### config.mk
export PLATFORM = sky130hd
export DESIGN_NAME = vector_lane_mac_alu
export DESIGN_NICKNAME = d
export VERILOG_FILES = /design/src/design/vlm_pkg.sv /design/src/design/vlm_fifo.sv /design/src/design/vlm_front.sv /design/src/design/vlm_back.sv /design/src/design/vector_lane_mac_alu.sv
export SDC_FILE = /design/constraint.sdc
export NUM_CORES = 2
export LEC_CHECK = 0
export ABC_CLOCK_PERIOD_IN_PS = 15850
export BUFFER_PORTS_ARGS = -buffer_cell sky130_fd_sc_hd__buf_2
export CAP_MARGIN = 30
export CELL_PAD_IN_SITES_DETAIL_PLACEMENT = 0
export CELL_PAD_IN_SITES_GLOBAL_PLACEMENT = 1
export CORE_MARGIN = 2
export CORE_UTILIZATION = 51
export CTS_CLUSTER_DIAMETER = 120
export DETAILED_ROUTE_END_ITERATION = 10
export PLACE_DENSITY_LB_ADDON = 0.12
export SYNTH_ARGS = -nofsm -noshare
export SYNTH_HDL_FRONTEND = slang
export SYNTH_HIERARCHICAL = 1
export SYNTH_SLANG_ARGS = --single-unit
### constraint.sdc
create_clock -name clk -period 15.85 [get_ports clk]
set_input_delay 1.585 -clock clk [delete_from_list [all_inputs] [get_ports clk]]
set_output_delay 1.585 -clock clk [all_outputs]
set_load 0.02 [all_outputs]
### src/design/vlm_pkg.sv
// Package: shared types and codes for the vector lane MAC ALU.
`default_nettype none
package vlm_pkg;

  // Operation codes of the input action field
  typedef enum logic [4:0] {
    ACT_MULF = 5'd0,  ACT_MULU = 5'd1,  ACT_MACF = 5'd2,  ACT_MACU = 5'd3,
    ACT_MUDL = 5'd4,  ACT_MADL = 5'd5,  ACT_MUDM = 5'd6,  ACT_MADM = 5'd7,
    ACT_MUDN = 5'd8,  ACT_MADN = 5'd9,  ACT_MUDH = 5'd10, ACT_MADH = 5'd11,
    ACT_ADD  = 5'd12, ACT_SUB  = 5'd13, ACT_ABS  = 5'd14, ACT_ADDC = 5'd15,
    ACT_SUBC = 5'd16, ACT_LT   = 5'd17, ACT_EQ   = 5'd18, ACT_NE   = 5'd19,
    ACT_GE   = 5'd20, ACT_MRG  = 5'd21, ACT_CLIP = 5'd22, ACT_RDH  = 5'd23,
    ACT_RDM  = 5'd24, ACT_RDL  = 5'd25, ACT_AND  = 5'd26, ACT_NAND = 5'd27,
    ACT_OR   = 5'd28, ACT_NOR  = 5'd29, ACT_XOR  = 5'd30, ACT_NXOR = 5'd31
  } vlm_action_t;

  // Operation class chosen by the front end
  typedef enum logic [3:0] {
    CL_MUL, CL_ADDSUB, CL_ABS, CL_CARRY, CL_CMP, CL_MERGE, CL_CLIP, CL_ACCRD, CL_LOGIC
  } vlm_class_t;

  localparam int unsigned LANE_IDX_W = 4;

  localparam logic [15:0] S16_MIN = 16'h8000;
  localparam logic [15:0] S16_MAX = 16'h7FFF;
  localparam logic [15:0] U16_MAX = 16'hFFFF;

  typedef struct packed {
    logic [4:0]  action;
    logic [2:0]  lane;
    logic [15:0] vs_value;
    logic [15:0] vt_value;
  } vlm_in_t;

  typedef struct packed {
    logic [15:0] dest_value;
    logic        carry_flag;
    logic        not_equal_flag;
    logic        compare_low_flag;
    logic        compare_high_flag;
    logic        clip_extra_flag;
  } vlm_out_t;

  // Decoded item handed from the front end to the execute stage
  typedef struct packed {
    vlm_action_t           action;
    vlm_class_t            cls;
    logic [LANE_IDX_W-1:0] lane;
    logic [15:0]           vs;
    logic [15:0]           vt;
  } vlm_op_t;

endpackage
`default_nettype wire

### src/design/vlm_fifo.sv
// Two-entry queue used between the front end, the execute stage and the result port.
`default_nettype none
module vlm_fifo #(
  parameter int unsigned WIDTH = 8
) (
  input  wire logic             clk,
  input  wire logic             rst_n,
  input  wire logic             wr_en,
  input  wire logic [WIDTH-1:0] wr_data,
  output logic                  full,
  input  wire logic             rd_en,
  output logic [WIDTH-1:0]      rd_data,
  output logic                  empty
);

  logic [WIDTH-1:0] mem_r [2];
  logic             wr_ptr_r;
  logic             rd_ptr_r;
  logic [1:0]       cnt_r;
  logic             do_wr;
  logic             do_rd;

  assign full    = (cnt_r == 2'd2);
  assign empty   = (cnt_r == 2'd0);
  assign rd_data = mem_r[rd_ptr_r];
  assign do_wr   = wr_en && !full;
  assign do_rd   = rd_en && !empty;

  // Store the incoming transfer
  always_ff @(posedge clk) begin
    if (do_wr) begin
      mem_r[wr_ptr_r] <= wr_data;
    end
  end

  // Advance pointers and occupancy
  always_ff @(posedge clk) begin
    if (!rst_n) begin
      wr_ptr_r <= 1'b0;
      rd_ptr_r <= 1'b0;
      cnt_r    <= 2'd0;
    end else begin
      if (do_wr) wr_ptr_r <= ~wr_ptr_r;
      if (do_rd) rd_ptr_r <= ~rd_ptr_r;
      if (do_wr && !do_rd) cnt_r <= cnt_r + 2'd1;
      else if (do_rd && !do_wr) cnt_r <= cnt_r - 2'd1;
    end
  end

endmodule
`default_nettype wire

### src/design/vlm_front.sv
// Front end: classify each accepted item and fold its lane index into range.
`default_nettype none
module vlm_front
  import vlm_pkg::*;
#(
  parameter int unsigned LANES = 8
) (
  input  wire vlm_in_t in_item,
  output vlm_op_t      op
);

  logic [4:0] lane_v;

  // Reduce the lane index modulo the lane count
  always_comb begin
    lane_v = {2'b00, in_item.lane};
    for (int i = 0; i < 8; i++) begin
      if (lane_v >= 5'(LANES)) lane_v = lane_v - 5'(LANES);
    end
  end

  // Decode the operation class
  always_comb begin
    op.action = vlm_action_t'(in_item.action);
    op.lane   = lane_v[LANE_IDX_W-1:0];
    op.vs     = in_item.vs_value;
    op.vt     = in_item.vt_value;
    unique case (vlm_action_t'(in_item.action)) inside
      [ACT_MULF:ACT_MADH]:  op.cls = CL_MUL;
      ACT_ADD, ACT_SUB:     op.cls = CL_ADDSUB;
      ACT_ABS:              op.cls = CL_ABS;
      ACT_ADDC, ACT_SUBC:   op.cls = CL_CARRY;
      [ACT_LT:ACT_GE]:      op.cls = CL_CMP;
      ACT_MRG:              op.cls = CL_MERGE;
      ACT_CLIP:             op.cls = CL_CLIP;
      [ACT_RDH:ACT_RDL]:    op.cls = CL_ACCRD;
      default:              op.cls = CL_LOGIC;
    endcase
  end

endmodule
`default_nettype wire

### src/design/vlm_back.sv
// Execute stage: per-lane accumulators, flag state and the lane arithmetic.
`default_nettype none
module vlm_back
  import vlm_pkg::*;
#(
  parameter int unsigned LANES = 8
) (
  input  wire logic    clk,
  input  wire logic    rst_n,
  input  wire logic    fire,
  input  wire vlm_op_t op,
  output vlm_out_t     res
);

  localparam int unsigned LW = (LANES > 1) ? $clog2(LANES) : 1;

  logic [47:0]      acc_r [LANES];
  logic [LANES-1:0] carry_lo_r, carry_hi_r, cmp_lo_r, cmp_hi_r, clip_r;

  logic [LW-1:0]    li;
  logic [47:0]      acc_cur, acc_nxt, acc_base, term, acc_mul;
  logic signed [16:0] ma, mb;
  logic signed [33:0] prod;
  logic [31:0]      hm;
  logic             hm_lo_ovf, hm_hi_ovf, hm_neg;
  logic             clo, chi;
  logic             clo_nxt, chi_nxt, cmlo_nxt, cmhi_nxt, clip_nxt;
  logic [15:0]      d;
  logic             wlow;
  logic signed [17:0] r;
  logic [16:0]      sum;
  logic             cond;
  logic             sg, ge, le, ce, ne;
  logic [15:0]      nt, df, neg;
  logic signed [15:0] s, t;

  assign li      = op.lane[LW-1:0];
  assign acc_cur = acc_r[li];
  assign clo     = carry_lo_r[li];
  assign chi     = carry_hi_r[li];
  assign s       = op.vs;
  assign t       = op.vt;

  // Select multiplier operand signedness
  always_comb begin
    ma = {op.vs[15], op.vs};
    mb = {op.vt[15], op.vt};
    case (op.action)
      ACT_MUDL, ACT_MADL: begin
        ma = {1'b0, op.vs};
        mb = {1'b0, op.vt};
      end
      ACT_MUDM, ACT_MADM: mb = {1'b0, op.vt};
      ACT_MUDN, ACT_MADN: ma = {1'b0, op.vs};
      default: ;
    endcase
  end

  assign prod = ma * mb;

  // Scale the product into an accumulator term and add
  always_comb begin
    case (op.action)
      ACT_MULF, ACT_MULU: term = ({{14{prod[33]}}, prod} << 1) + 48'h8000;
      ACT_MACF, ACT_MACU: term = {{14{prod[33]}}, prod} << 1;
      ACT_MUDL, ACT_MADL: term = {32'd0, prod[31:16]};
      ACT_MUDH, ACT_MADH: term = {{14{prod[33]}}, prod} << 16;
      default:            term = {{14{prod[33]}}, prod};
    endcase
    acc_base = ((op.action < ACT_MACF) || ((op.action >= ACT_MUDL) && !op.action[0]))
               ? 48'd0 : acc_cur;
  end

  assign acc_mul   = acc_base + term;
  assign hm        = acc_mul[47:16];
  assign hm_neg    = hm[31];
  assign hm_lo_ovf = hm[31] && !(&hm[30:15]);
  assign hm_hi_ovf = !hm[31] && (|hm[30:15]);

  // Compute the lane result and the new lane state
  always_comb begin
    acc_nxt  = acc_cur;
    d        = 16'd0;
    wlow     = 1'b1;
    clo_nxt  = clo;
    chi_nxt  = chi;
    cmlo_nxt = cmp_lo_r[li];
    cmhi_nxt = cmp_hi_r[li];
    clip_nxt = clip_r[li];
    r        = 18'sd0;
    sum      = 17'd0;
    cond     = 1'b0;
    neg      = 16'd0 - op.vt;
    sg       = op.vs[15] ^ op.vt[15];
    nt       = sg ? neg : op.vt;
    df       = op.vs - nt;
    ge       = sg ? op.vt[15] : !df[15];
    le       = sg ? (df[15] || (df == 16'd0)) : op.vt[15];
    ce       = sg && (df == U16_MAX);
    ne       = !((df == 16'd0) || ce);
    unique case (op.cls)
      CL_MUL: begin
        wlow    = 1'b0;
        acc_nxt = acc_mul;
        case (op.action)
          ACT_MULU, ACT_MACU:
            d = hm_neg ? 16'd0 : ((|hm[30:15]) ? U16_MAX : hm[15:0]);
          ACT_MUDL, ACT_MADL, ACT_MUDN, ACT_MADN:
            d = hm_lo_ovf ? 16'd0 : (hm_hi_ovf ? U16_MAX : acc_mul[15:0]);
          default:
            d = hm_lo_ovf ? S16_MIN : (hm_hi_ovf ? S16_MAX : hm[15:0]);
        endcase
      end
      CL_ADDSUB: begin
        wlow = 1'b0;
        if (op.action == ACT_ADD) r = 18'(s) + 18'(t) + {17'd0, clo};
        else                      r = 18'(s) - 18'(t) - {17'd0, clo};
        acc_nxt = {acc_cur[47:16], r[15:0]};
        if (r < -18'sd32768)     d = S16_MIN;
        else if (r > 18'sd32767) d = S16_MAX;
        else                     d = r[15:0];
        clo_nxt = 1'b0;
        chi_nxt = 1'b0;
      end
      CL_ABS: begin
        wlow = 1'b0;
        if (op.vs[15]) begin
          d       = (op.vt == S16_MIN) ? S16_MAX : neg;
          acc_nxt = {acc_cur[47:16], neg};
        end else if (op.vs == 16'd0) begin
          d       = 16'd0;
          acc_nxt = {acc_cur[47:16], 16'd0};
        end else begin
          d       = op.vt;
          acc_nxt = {acc_cur[47:16], op.vt};
        end
      end
      CL_CARRY: begin
        if (op.action == ACT_ADDC) begin
          sum     = {1'b0, op.vs} + {1'b0, op.vt};
          d       = sum[15:0];
          clo_nxt = sum[16];
          chi_nxt = 1'b0;
        end else begin
          d       = op.vs - op.vt;
          clo_nxt = op.vs < op.vt;
          chi_nxt = op.vs != op.vt;
        end
      end
      CL_CMP: begin
        case (op.action)
          ACT_LT:  cond = (s < t) || ((s == t) && clo && chi);
          ACT_EQ:  cond = (s == t) && !chi;
          ACT_NE:  cond = (s != t) || chi;
          default: cond = (s > t) || ((s == t) && !(clo && chi));
        endcase
        d        = cond ? op.vs : op.vt;
        cmlo_nxt = cond;
        cmhi_nxt = 1'b0;
        clo_nxt  = 1'b0;
        chi_nxt  = 1'b0;
      end
      CL_MERGE: begin
        d       = cmp_lo_r[li] ? op.vs : op.vt;
        clo_nxt = 1'b0;
        chi_nxt = 1'b0;
      end
      CL_CLIP: begin
        d        = (sg ? le : ge) ? nt : op.vs;
        cmlo_nxt = le;
        cmhi_nxt = ge;
        clo_nxt  = sg;
        chi_nxt  = ne;
        clip_nxt = ce;
      end
      CL_ACCRD: begin
        wlow = 1'b0;
        case (op.action)
          ACT_RDH: d = acc_cur[47:32];
          ACT_RDM: d = acc_cur[31:16];
          default: d = acc_cur[15:0];
        endcase
      end
      default: begin
        case (op.action)
          ACT_AND:  d = op.vs & op.vt;
          ACT_NAND: d = ~(op.vs & op.vt);
          ACT_OR:   d = op.vs | op.vt;
          ACT_NOR:  d = ~(op.vs | op.vt);
          ACT_XOR:  d = op.vs ^ op.vt;
          default:  d = ~(op.vs ^ op.vt);
        endcase
      end
    endcase
    if (wlow) acc_nxt = {acc_cur[47:16], d};
  end

  // Present the result with the lane's updated flags
  always_comb begin
    res.dest_value        = d;
    res.carry_flag        = clo_nxt;
    res.not_equal_flag    = chi_nxt;
    res.compare_low_flag  = cmlo_nxt;
    res.compare_high_flag = cmhi_nxt;
    res.clip_extra_flag   = clip_nxt;
  end

  // Commit lane state on each executed transfer
  always_ff @(posedge clk) begin
    if (!rst_n) begin
      for (int i = 0; i < LANES; i++) acc_r[i] <= 48'd0;
      carry_lo_r <= '0;
      carry_hi_r <= '0;
      cmp_lo_r   <= '0;
      cmp_hi_r   <= '0;
      clip_r     <= '0;
    end else if (fire) begin
      acc_r[li]      <= acc_nxt;
      carry_lo_r[li] <= clo_nxt;
      carry_hi_r[li] <= chi_nxt;
      cmp_lo_r[li]   <= cmlo_nxt;
      cmp_hi_r[li]   <= cmhi_nxt;
      clip_r[li]     <= clip_nxt;
    end
  end

`ifndef SYNTHESIS
  a_cmp_clears_carry: assert property (@(posedge clk) disable iff (!rst_n)
    fire && (op.cls == CL_CMP) |-> !res.carry_flag && !res.not_equal_flag
                                   && !res.compare_high_flag)
    else $error("compare left carry or high compare flag set");
  a_clip_ext_sign: assert property (@(posedge clk) disable iff (!rst_n)
    fire && (op.cls == CL_CLIP) && res.clip_extra_flag |-> res.carry_flag)
    else $error("clip extension without sign difference");
  a_read_keeps_acc: assert property (@(posedge clk) disable iff (!rst_n)
    fire && (op.cls == CL_ACCRD) |=> (acc_r[$past(li)] == $past(acc_cur)))
    else $error("accumulator read changed the accumulator");
  a_addc_ne_clear: assert property (@(posedge clk) disable iff (!rst_n)
    fire && (op.action == ACT_ADDC) |=> !carry_hi_r[$past(li)])
    else $error("add with carry left the high carry bit set");
`endif

endmodule
`default_nettype wire

### src/design/vector_lane_mac_alu.sv
// Top level: one lane of a fixed-point SIMD multiply-accumulate vector ALU.
// Accepts one lane operation per clock unless full and returns one result per
// clock while popped. A pushed item enters a two-entry operation queue, runs in
// the execute stage (one 17x17 multiplier, 48-bit accumulator add and clamp)
// once the result queue has room, and is registered into the two-entry result
// queue; each of the two queues absorbs stalls on its side. Lane state updates
// in the cycle it is read, so consecutive items on one lane need no spacing.
`default_nettype none
module vector_lane_mac_alu
  import vlm_pkg::*;
#(
  parameter int unsigned LANES = 8
) (
  input  wire logic    clk,
  input  wire logic    rst_n,
  input  wire vlm_in_t in_item,
  input  wire logic    push,
  output logic         full,
  output vlm_out_t     out_item,
  output logic         empty,
  input  wire logic    pop
);

  vlm_op_t  op_in, op_q;
  logic [$bits(vlm_op_t)-1:0]  op_q_bits;
  logic [$bits(vlm_out_t)-1:0] out_bits;
  vlm_out_t res;
  logic     q_empty, o_full, fire;

  // Classify incoming items
  vlm_front #(.LANES(LANES)) u_front (
    .in_item (in_item),
    .op      (op_in)
  );

  // Hold decoded operations between front and execute
  vlm_fifo #(.WIDTH($bits(vlm_op_t))) u_opq (
    .clk     (clk),
    .rst_n   (rst_n),
    .wr_en   (push),
    .wr_data (op_in),
    .full    (full),
    .rd_en   (fire),
    .rd_data (op_q_bits),
    .empty   (q_empty)
  );

  assign op_q = vlm_op_t'(op_q_bits);
  assign fire = !q_empty && !o_full;

  // Execute one lane operation per cycle while one is queued and the result queue has room
  vlm_back #(.LANES(LANES)) u_back (
    .clk   (clk),
    .rst_n (rst_n),
    .fire  (fire),
    .op    (op_q),
    .res   (res)
  );

  // Hold results until the consumer takes the transfer
  vlm_fifo #(.WIDTH($bits(vlm_out_t))) u_resq (
    .clk     (clk),
    .rst_n   (rst_n),
    .wr_en   (fire),
    .wr_data (res),
    .full    (o_full),
    .rd_en   (pop),
    .rd_data (out_bits),
    .empty   (empty)
  );

  assign out_item = vlm_out_t'(out_bits);

endmodule
`default_nettype wire
=== Word-level counts from Yosys, hierarchy flattened ===
Memories as Yosys holds them, arrays and structs flattened. A register that Yosys moved wholly into a read port is not among the register bits.
Index checks and enable logic that the tools add are counted.

* Order comparisons: 15
* Mux-type cells: 79
* Reductions and logical operators: 65
* Bitwise logic cells: 11
* $mul: 1
* Equal/unequal tests: 44
* Add/sub/neg operators: 14

{| class="wikitable"
|+ Operators with widths
! cell !! count
|-
| $mux 16 || 18
|-
| $pmux 48 s4 || 1
|-
| $mux 48 || 3
|-
| $pmux 48 s3 || 1
|-
| $pmux 16 s8 || 1
|-
| $pmux 16 s5 || 1
|-
| $eq 5x5->1 const B || 13
|-
| $pmux 16 s2 || 2
|-
| $eq 5x4->1 const B || 10
|-
| $add 48x48->48 || 1
|-
| $not 16->16 || 3
|-
| $reduce_or 48->1 || 1
|-
| $bwmux 8 || 5
|-
| $add 35x17->36 const B || 1
|-
| $mux 18 || 2
|-
| $add 16x16->17 || 2
|-
| $mul 17x17->34 || 1
|-
| $mux 17 || 2
|-
| $eq 16x16->1 const B || 2
|-
| $logic_not 16->1 || 2
|-
| $lt 16x16->1 || 2
|-
| $ne 16x16->1 || 2
|-
| $pmux 4 s8 || 1
|-
| $sub 16x16->16 || 2
|-
| other kinds (49) || 150
|}

* Input port bits: 44
* Output and inout port bits: 23
* Register bits after elaboration: 48
* Logic and storage cells: 243
* Memories kept: 3
* RAM bits: 514

{| class="wikitable"
|+ Memory list
! name !! words !! bits a word !! rd ports !! clocked after memory_dff !! write ports !! line !! text
|-
| u_back.acc_r || 8 || 48 || 1 || 0 || 8 || vlm_back.sv:17 || <nowiki>logic [47:0] acc_r [LANES];</nowiki>
|-
| u_opq.mem_r || 2 || 44 || 1 || 1 || 1 || vlm_fifo.sv:16 || <nowiki>logic [WIDTH-1:0] mem_r [2];</nowiki>
|-
| u_resq.mem_r || 2 || 21 || 1 || 1 || 1 || vlm_fifo.sv:16 ||
|}

=== Logic depth before layout (Yosys ltp) ===
* Word-level depth: 15
* Gate-level depth with buffers: 55
* Mapped depth without buffers: 44

=== By module ===
Netlist, hierarchy kept.

{| class="wikitable"
|+ By module, submodules not included
! module !! cells each !! sequential area each (µm²) !! instances !! area each (µm²)
|-
| vlm_back || 4,851 || 12,331.8 || 1 || 42,434.4
|-
| vlm_fifo at u_opq || 165 || 2,802.7 || 1 || 3,478.3
|-
| vlm_fifo at u_resq || 90 || 1,361.3 || 1 || 1,741.7
|-
| vlm_front || 57 || 0.0 || 1 || 419.2
|-
| vector_lane_mac_alu || 1 || 0.0 || 1 || 3.8
|}

=== Worst setup path after synthesis ===
Ideal clock, no wire load.

* Path kind: reg2reg
* Start point: reg (tool-made name)
* End point: mem u_resq/mem_r[0][18] (netlist name), data pin
* Cell stages (with the launch flop): 50
* Setup slack: 3,232 ps
* Data required time: 15,572 ps
* Path buffers: 8
* Data arrival time: 12,340 ps
* Library setup time: 278 ps
* Period minus slack after synthesis: 12,618 ps
* Path through: dfxtp_1 > buf_2 > buf_4 > mux2_2 > clkbuf_1 > xnor2_1 > nor3_1 > clkbuf_1 > nor2_1 > clkbuf_1 > nand2_1 > inv_1 > fa_1 > fa_1 > inv_1 > fa_1 > fa_1 > inv_1 > [... 14 more ...] > nor2_1 > clkbuf_1 > a21oi_1 > ha_1 > clkbuf_1 > a21o_1 > o21bai_1 > a221oi_1 > o21ai_0 > or3_1 > a2111o_1 > or4_4 > o31a_1 > a21o_1 > buf_6 > a21oi_1 > o21bai_1 > or4b_1

{| class="wikitable"
|+ RTL lines
! what !! line
|-
| end: declaration || vlm_fifo.sv:16
|}

==> results_dict.tcl <==
set metrics [dict create \
    hold_depth 2 \
    grt_max_degree 50 \
    h-tree-depth 2 \
    fin_crit_sh 0.911 \
    path_common_cell "fa_1" \
    ctsResizeCount 0 \
    r2r_slack_ns 1.42 \
    cts_buffer_depth 3 \
    clk_pin_slew_ns 0.06 \
    drc 0 \
    setup_viol 0 \
    grt-ovfl-total 0 \
    routed_wl_um 190000 \
    critical_path_arrival_ns 14.84 \
    fmax_mhz 69.3 \
    rows 112 \
    place.detailed.hpwl_um 138000 \
    hold_violations 0 \
    grt_usage 0.388 \
    post_cts.repair.setup_buffers 0 \
    cts_tree "yes" \
    ctsRootBufferMaster "clkbuf_16" \
    coreArea_um2 93300 \
    crit_path_top_delay_cell "nor4_1" \
    insertion_delay_ns 0.69 \
    synth.cell_area_um2 48000 \
    grt_first_pass_wirelength_um 278000 \
    area_growth_pct 7.04 \
    dieHeight_um 311 \
    diodes 0 \
    tightest_slew_ns 1.14 \
    num_vias 41783 \
    slew_violations 0 \
    place_congestion 1.07 \
    rsz0062_at_grt "no" \
    layout_min_cycle_time_ns 14.43 \
    avgRoutedWirePerCell_um 29.8 \
    die_w_um 311 \
    worstPathRequired_ns 16.26 \
    status "finished, final reports clean" \
    design.die.area_um2 96600 \
    crit_type "flip-flop to flip-flop" \
    nets 5666 \
    startpoint_type "flip-flop" \
    avgViaCountPerCell 6.54 \
    maxCapViolCount 0 \
    ant_nets 0 \
    start_util 0.514 \
    netlist_instances 5159 \
    finalClockSkew_ns 0.0858 \
    io_pins 67 \
    cts_buffers 57 \
    grt_pass1_vias 41012 \
    hold_path_class "flip-flop to flip-flop" \
    synth_nets 5739 \
    syn_avg_cell_area_um2 9.30 \
    postCtsHoldBufs 0 \
    slowest_delay_ns 0.67 \
    reg2regPathDepth 40 \
    hold_start "u_back/cmp_lo_r[7]" \
    slew_headroom 0.237 \
    ys_warn_count 6 \
    drtIter0Drc 4985 \
    setup_tns_ns 0 \
    regToRegEndpoint "u_back/acc_r[1][12]" \
    hold_end "u_back/cmp_lo_r[7]" \
    antenna_found_initial 5 \
    drive_gt1_frac 0.0875 \
    cts_sinks 564 \
    cp-end-kind "flip-flop" \
    port-buffer-count 66 \
    critPathMaxFanout 16 \
    first_pass_iters 6 \
]
state kept, by name, summed over array words and instances, names as in the netlist, named ones only:
register	count
u_resq/rd_ptr_r	1
u_back/acc_r	384
u_opq/rd_ptr_r	1
u_back/clip_r	8
u_resq/mem_r	42
u_back/carry_hi_r	8
u_opq/cnt_r	2
u_back/cmp_hi_r	8
u_resq/wr_ptr_r	1
u_opq/mem_r	88
u_resq/cnt_r	2
u_opq/wr_ptr_r	1
u_back/cmp_lo_r	8
u_back/carry_lo_r	8
per-stage QoR:
stage | instances | hold WS (ns) | setup WS (ns) | area (um^2) | utilization
after CTS | 6383 | 0.458 | 1.67 | 51400 | 0.550
final | 6386 | 0.454 | 1.42 | 51400 | 0.550
after detailed placement | 6278 | 0.444 | 1.66 | 49600 | 0.531
after global placement | 6273 | 0.437 | 1.90 | 49500 | 0.531
after global routing | 6386 | 0.484 | 0.597 | 51400 | 0.550
after floorplan | 5159 | 0.425 | 3.25 | 48000 | -
worst max path at each step:
stage | cells past startpoint | start | to
2_1_floorplan | 49 | flip-flop | u_resq/mem_r[0][18]
6_report | 40 | flip-flop | u_back/acc_r[1][12]
4_1_cts | 40 | flip-flop | u_back/acc_r[1][12]
3_5_place_dp | 40 | flip-flop | u_back/acc_r[1][12]
3_3_place_gp | 40 | flip-flop | u_back/acc_r[2][12]
5_1_grt | 40 | flip-flop | u_back/acc_r[2][12]
critical path, delay by kind of cell (launching register included):
kind | cells | cell delay [ns]
flops | 1 | 0.41
simple gates | 13 | 4.40
compound gates | 13 | 4.17
xor+xnor | 1 | 0.23
fa+ha+maj | 8 | 4.03
buf+inv | 4 | 0.39
mux | 1 | 0.50
per-layer routing:
| layer | part of all wire | track usage | vias up |
|---|---|---|---|
| met5 | 0.00014 | 0 | - |
| met3 | 0.10 | 0.0700 | 566 |
| met4 | 0.063 | 0.201 | 4 |
| met2 | 0.45 | 0.616 | 2482 |
| met1 | 0.38 | 0.509 | 20539 |
| li1 | - | - | 18192 |
cells in the final DEF, fill, tap and decap left out, types with 38 or more instances in the layout:
master / n
nor2_1: 778
edfxtp_1: 514
nand2_1: 416
inv_1: 398
fa_1: 304
a21oi_1: 269
ha_1: 232
o21ai_0: 204
buf_4: 137
a22oi_1: 126
xnor2_1: 124
nand3_1: 77
mux2_2: 76
a221oi_1: 74
nor3_1: 71
buf_2: 67
a22o_1: 64
a21o_1: 63
clkbuf_16: 57
mux2i_1: 56
o211ai_1: 56
a211oi_1: 52
nand4_1: 51
dfxtp_1: 49
xor2_1: 47
and2_1: 46
nor2b_1: 45
clkinv_1: 38
area by class of cell:
cell class	instances	area (um^2)
Fill cell	8623	42000
Multi-Input combinational cell	3825	28600
Sequential cell	564	16400
Inverter	431	1620
Tap cell	1254	1570
Clock buffer	74	1510
Timing Repair Buffer	207	1390
Clock inverter	31	282
Power is not shown: default switching activity piles up to over one toggle a cycle in this logic, so the estimate is an artifact.
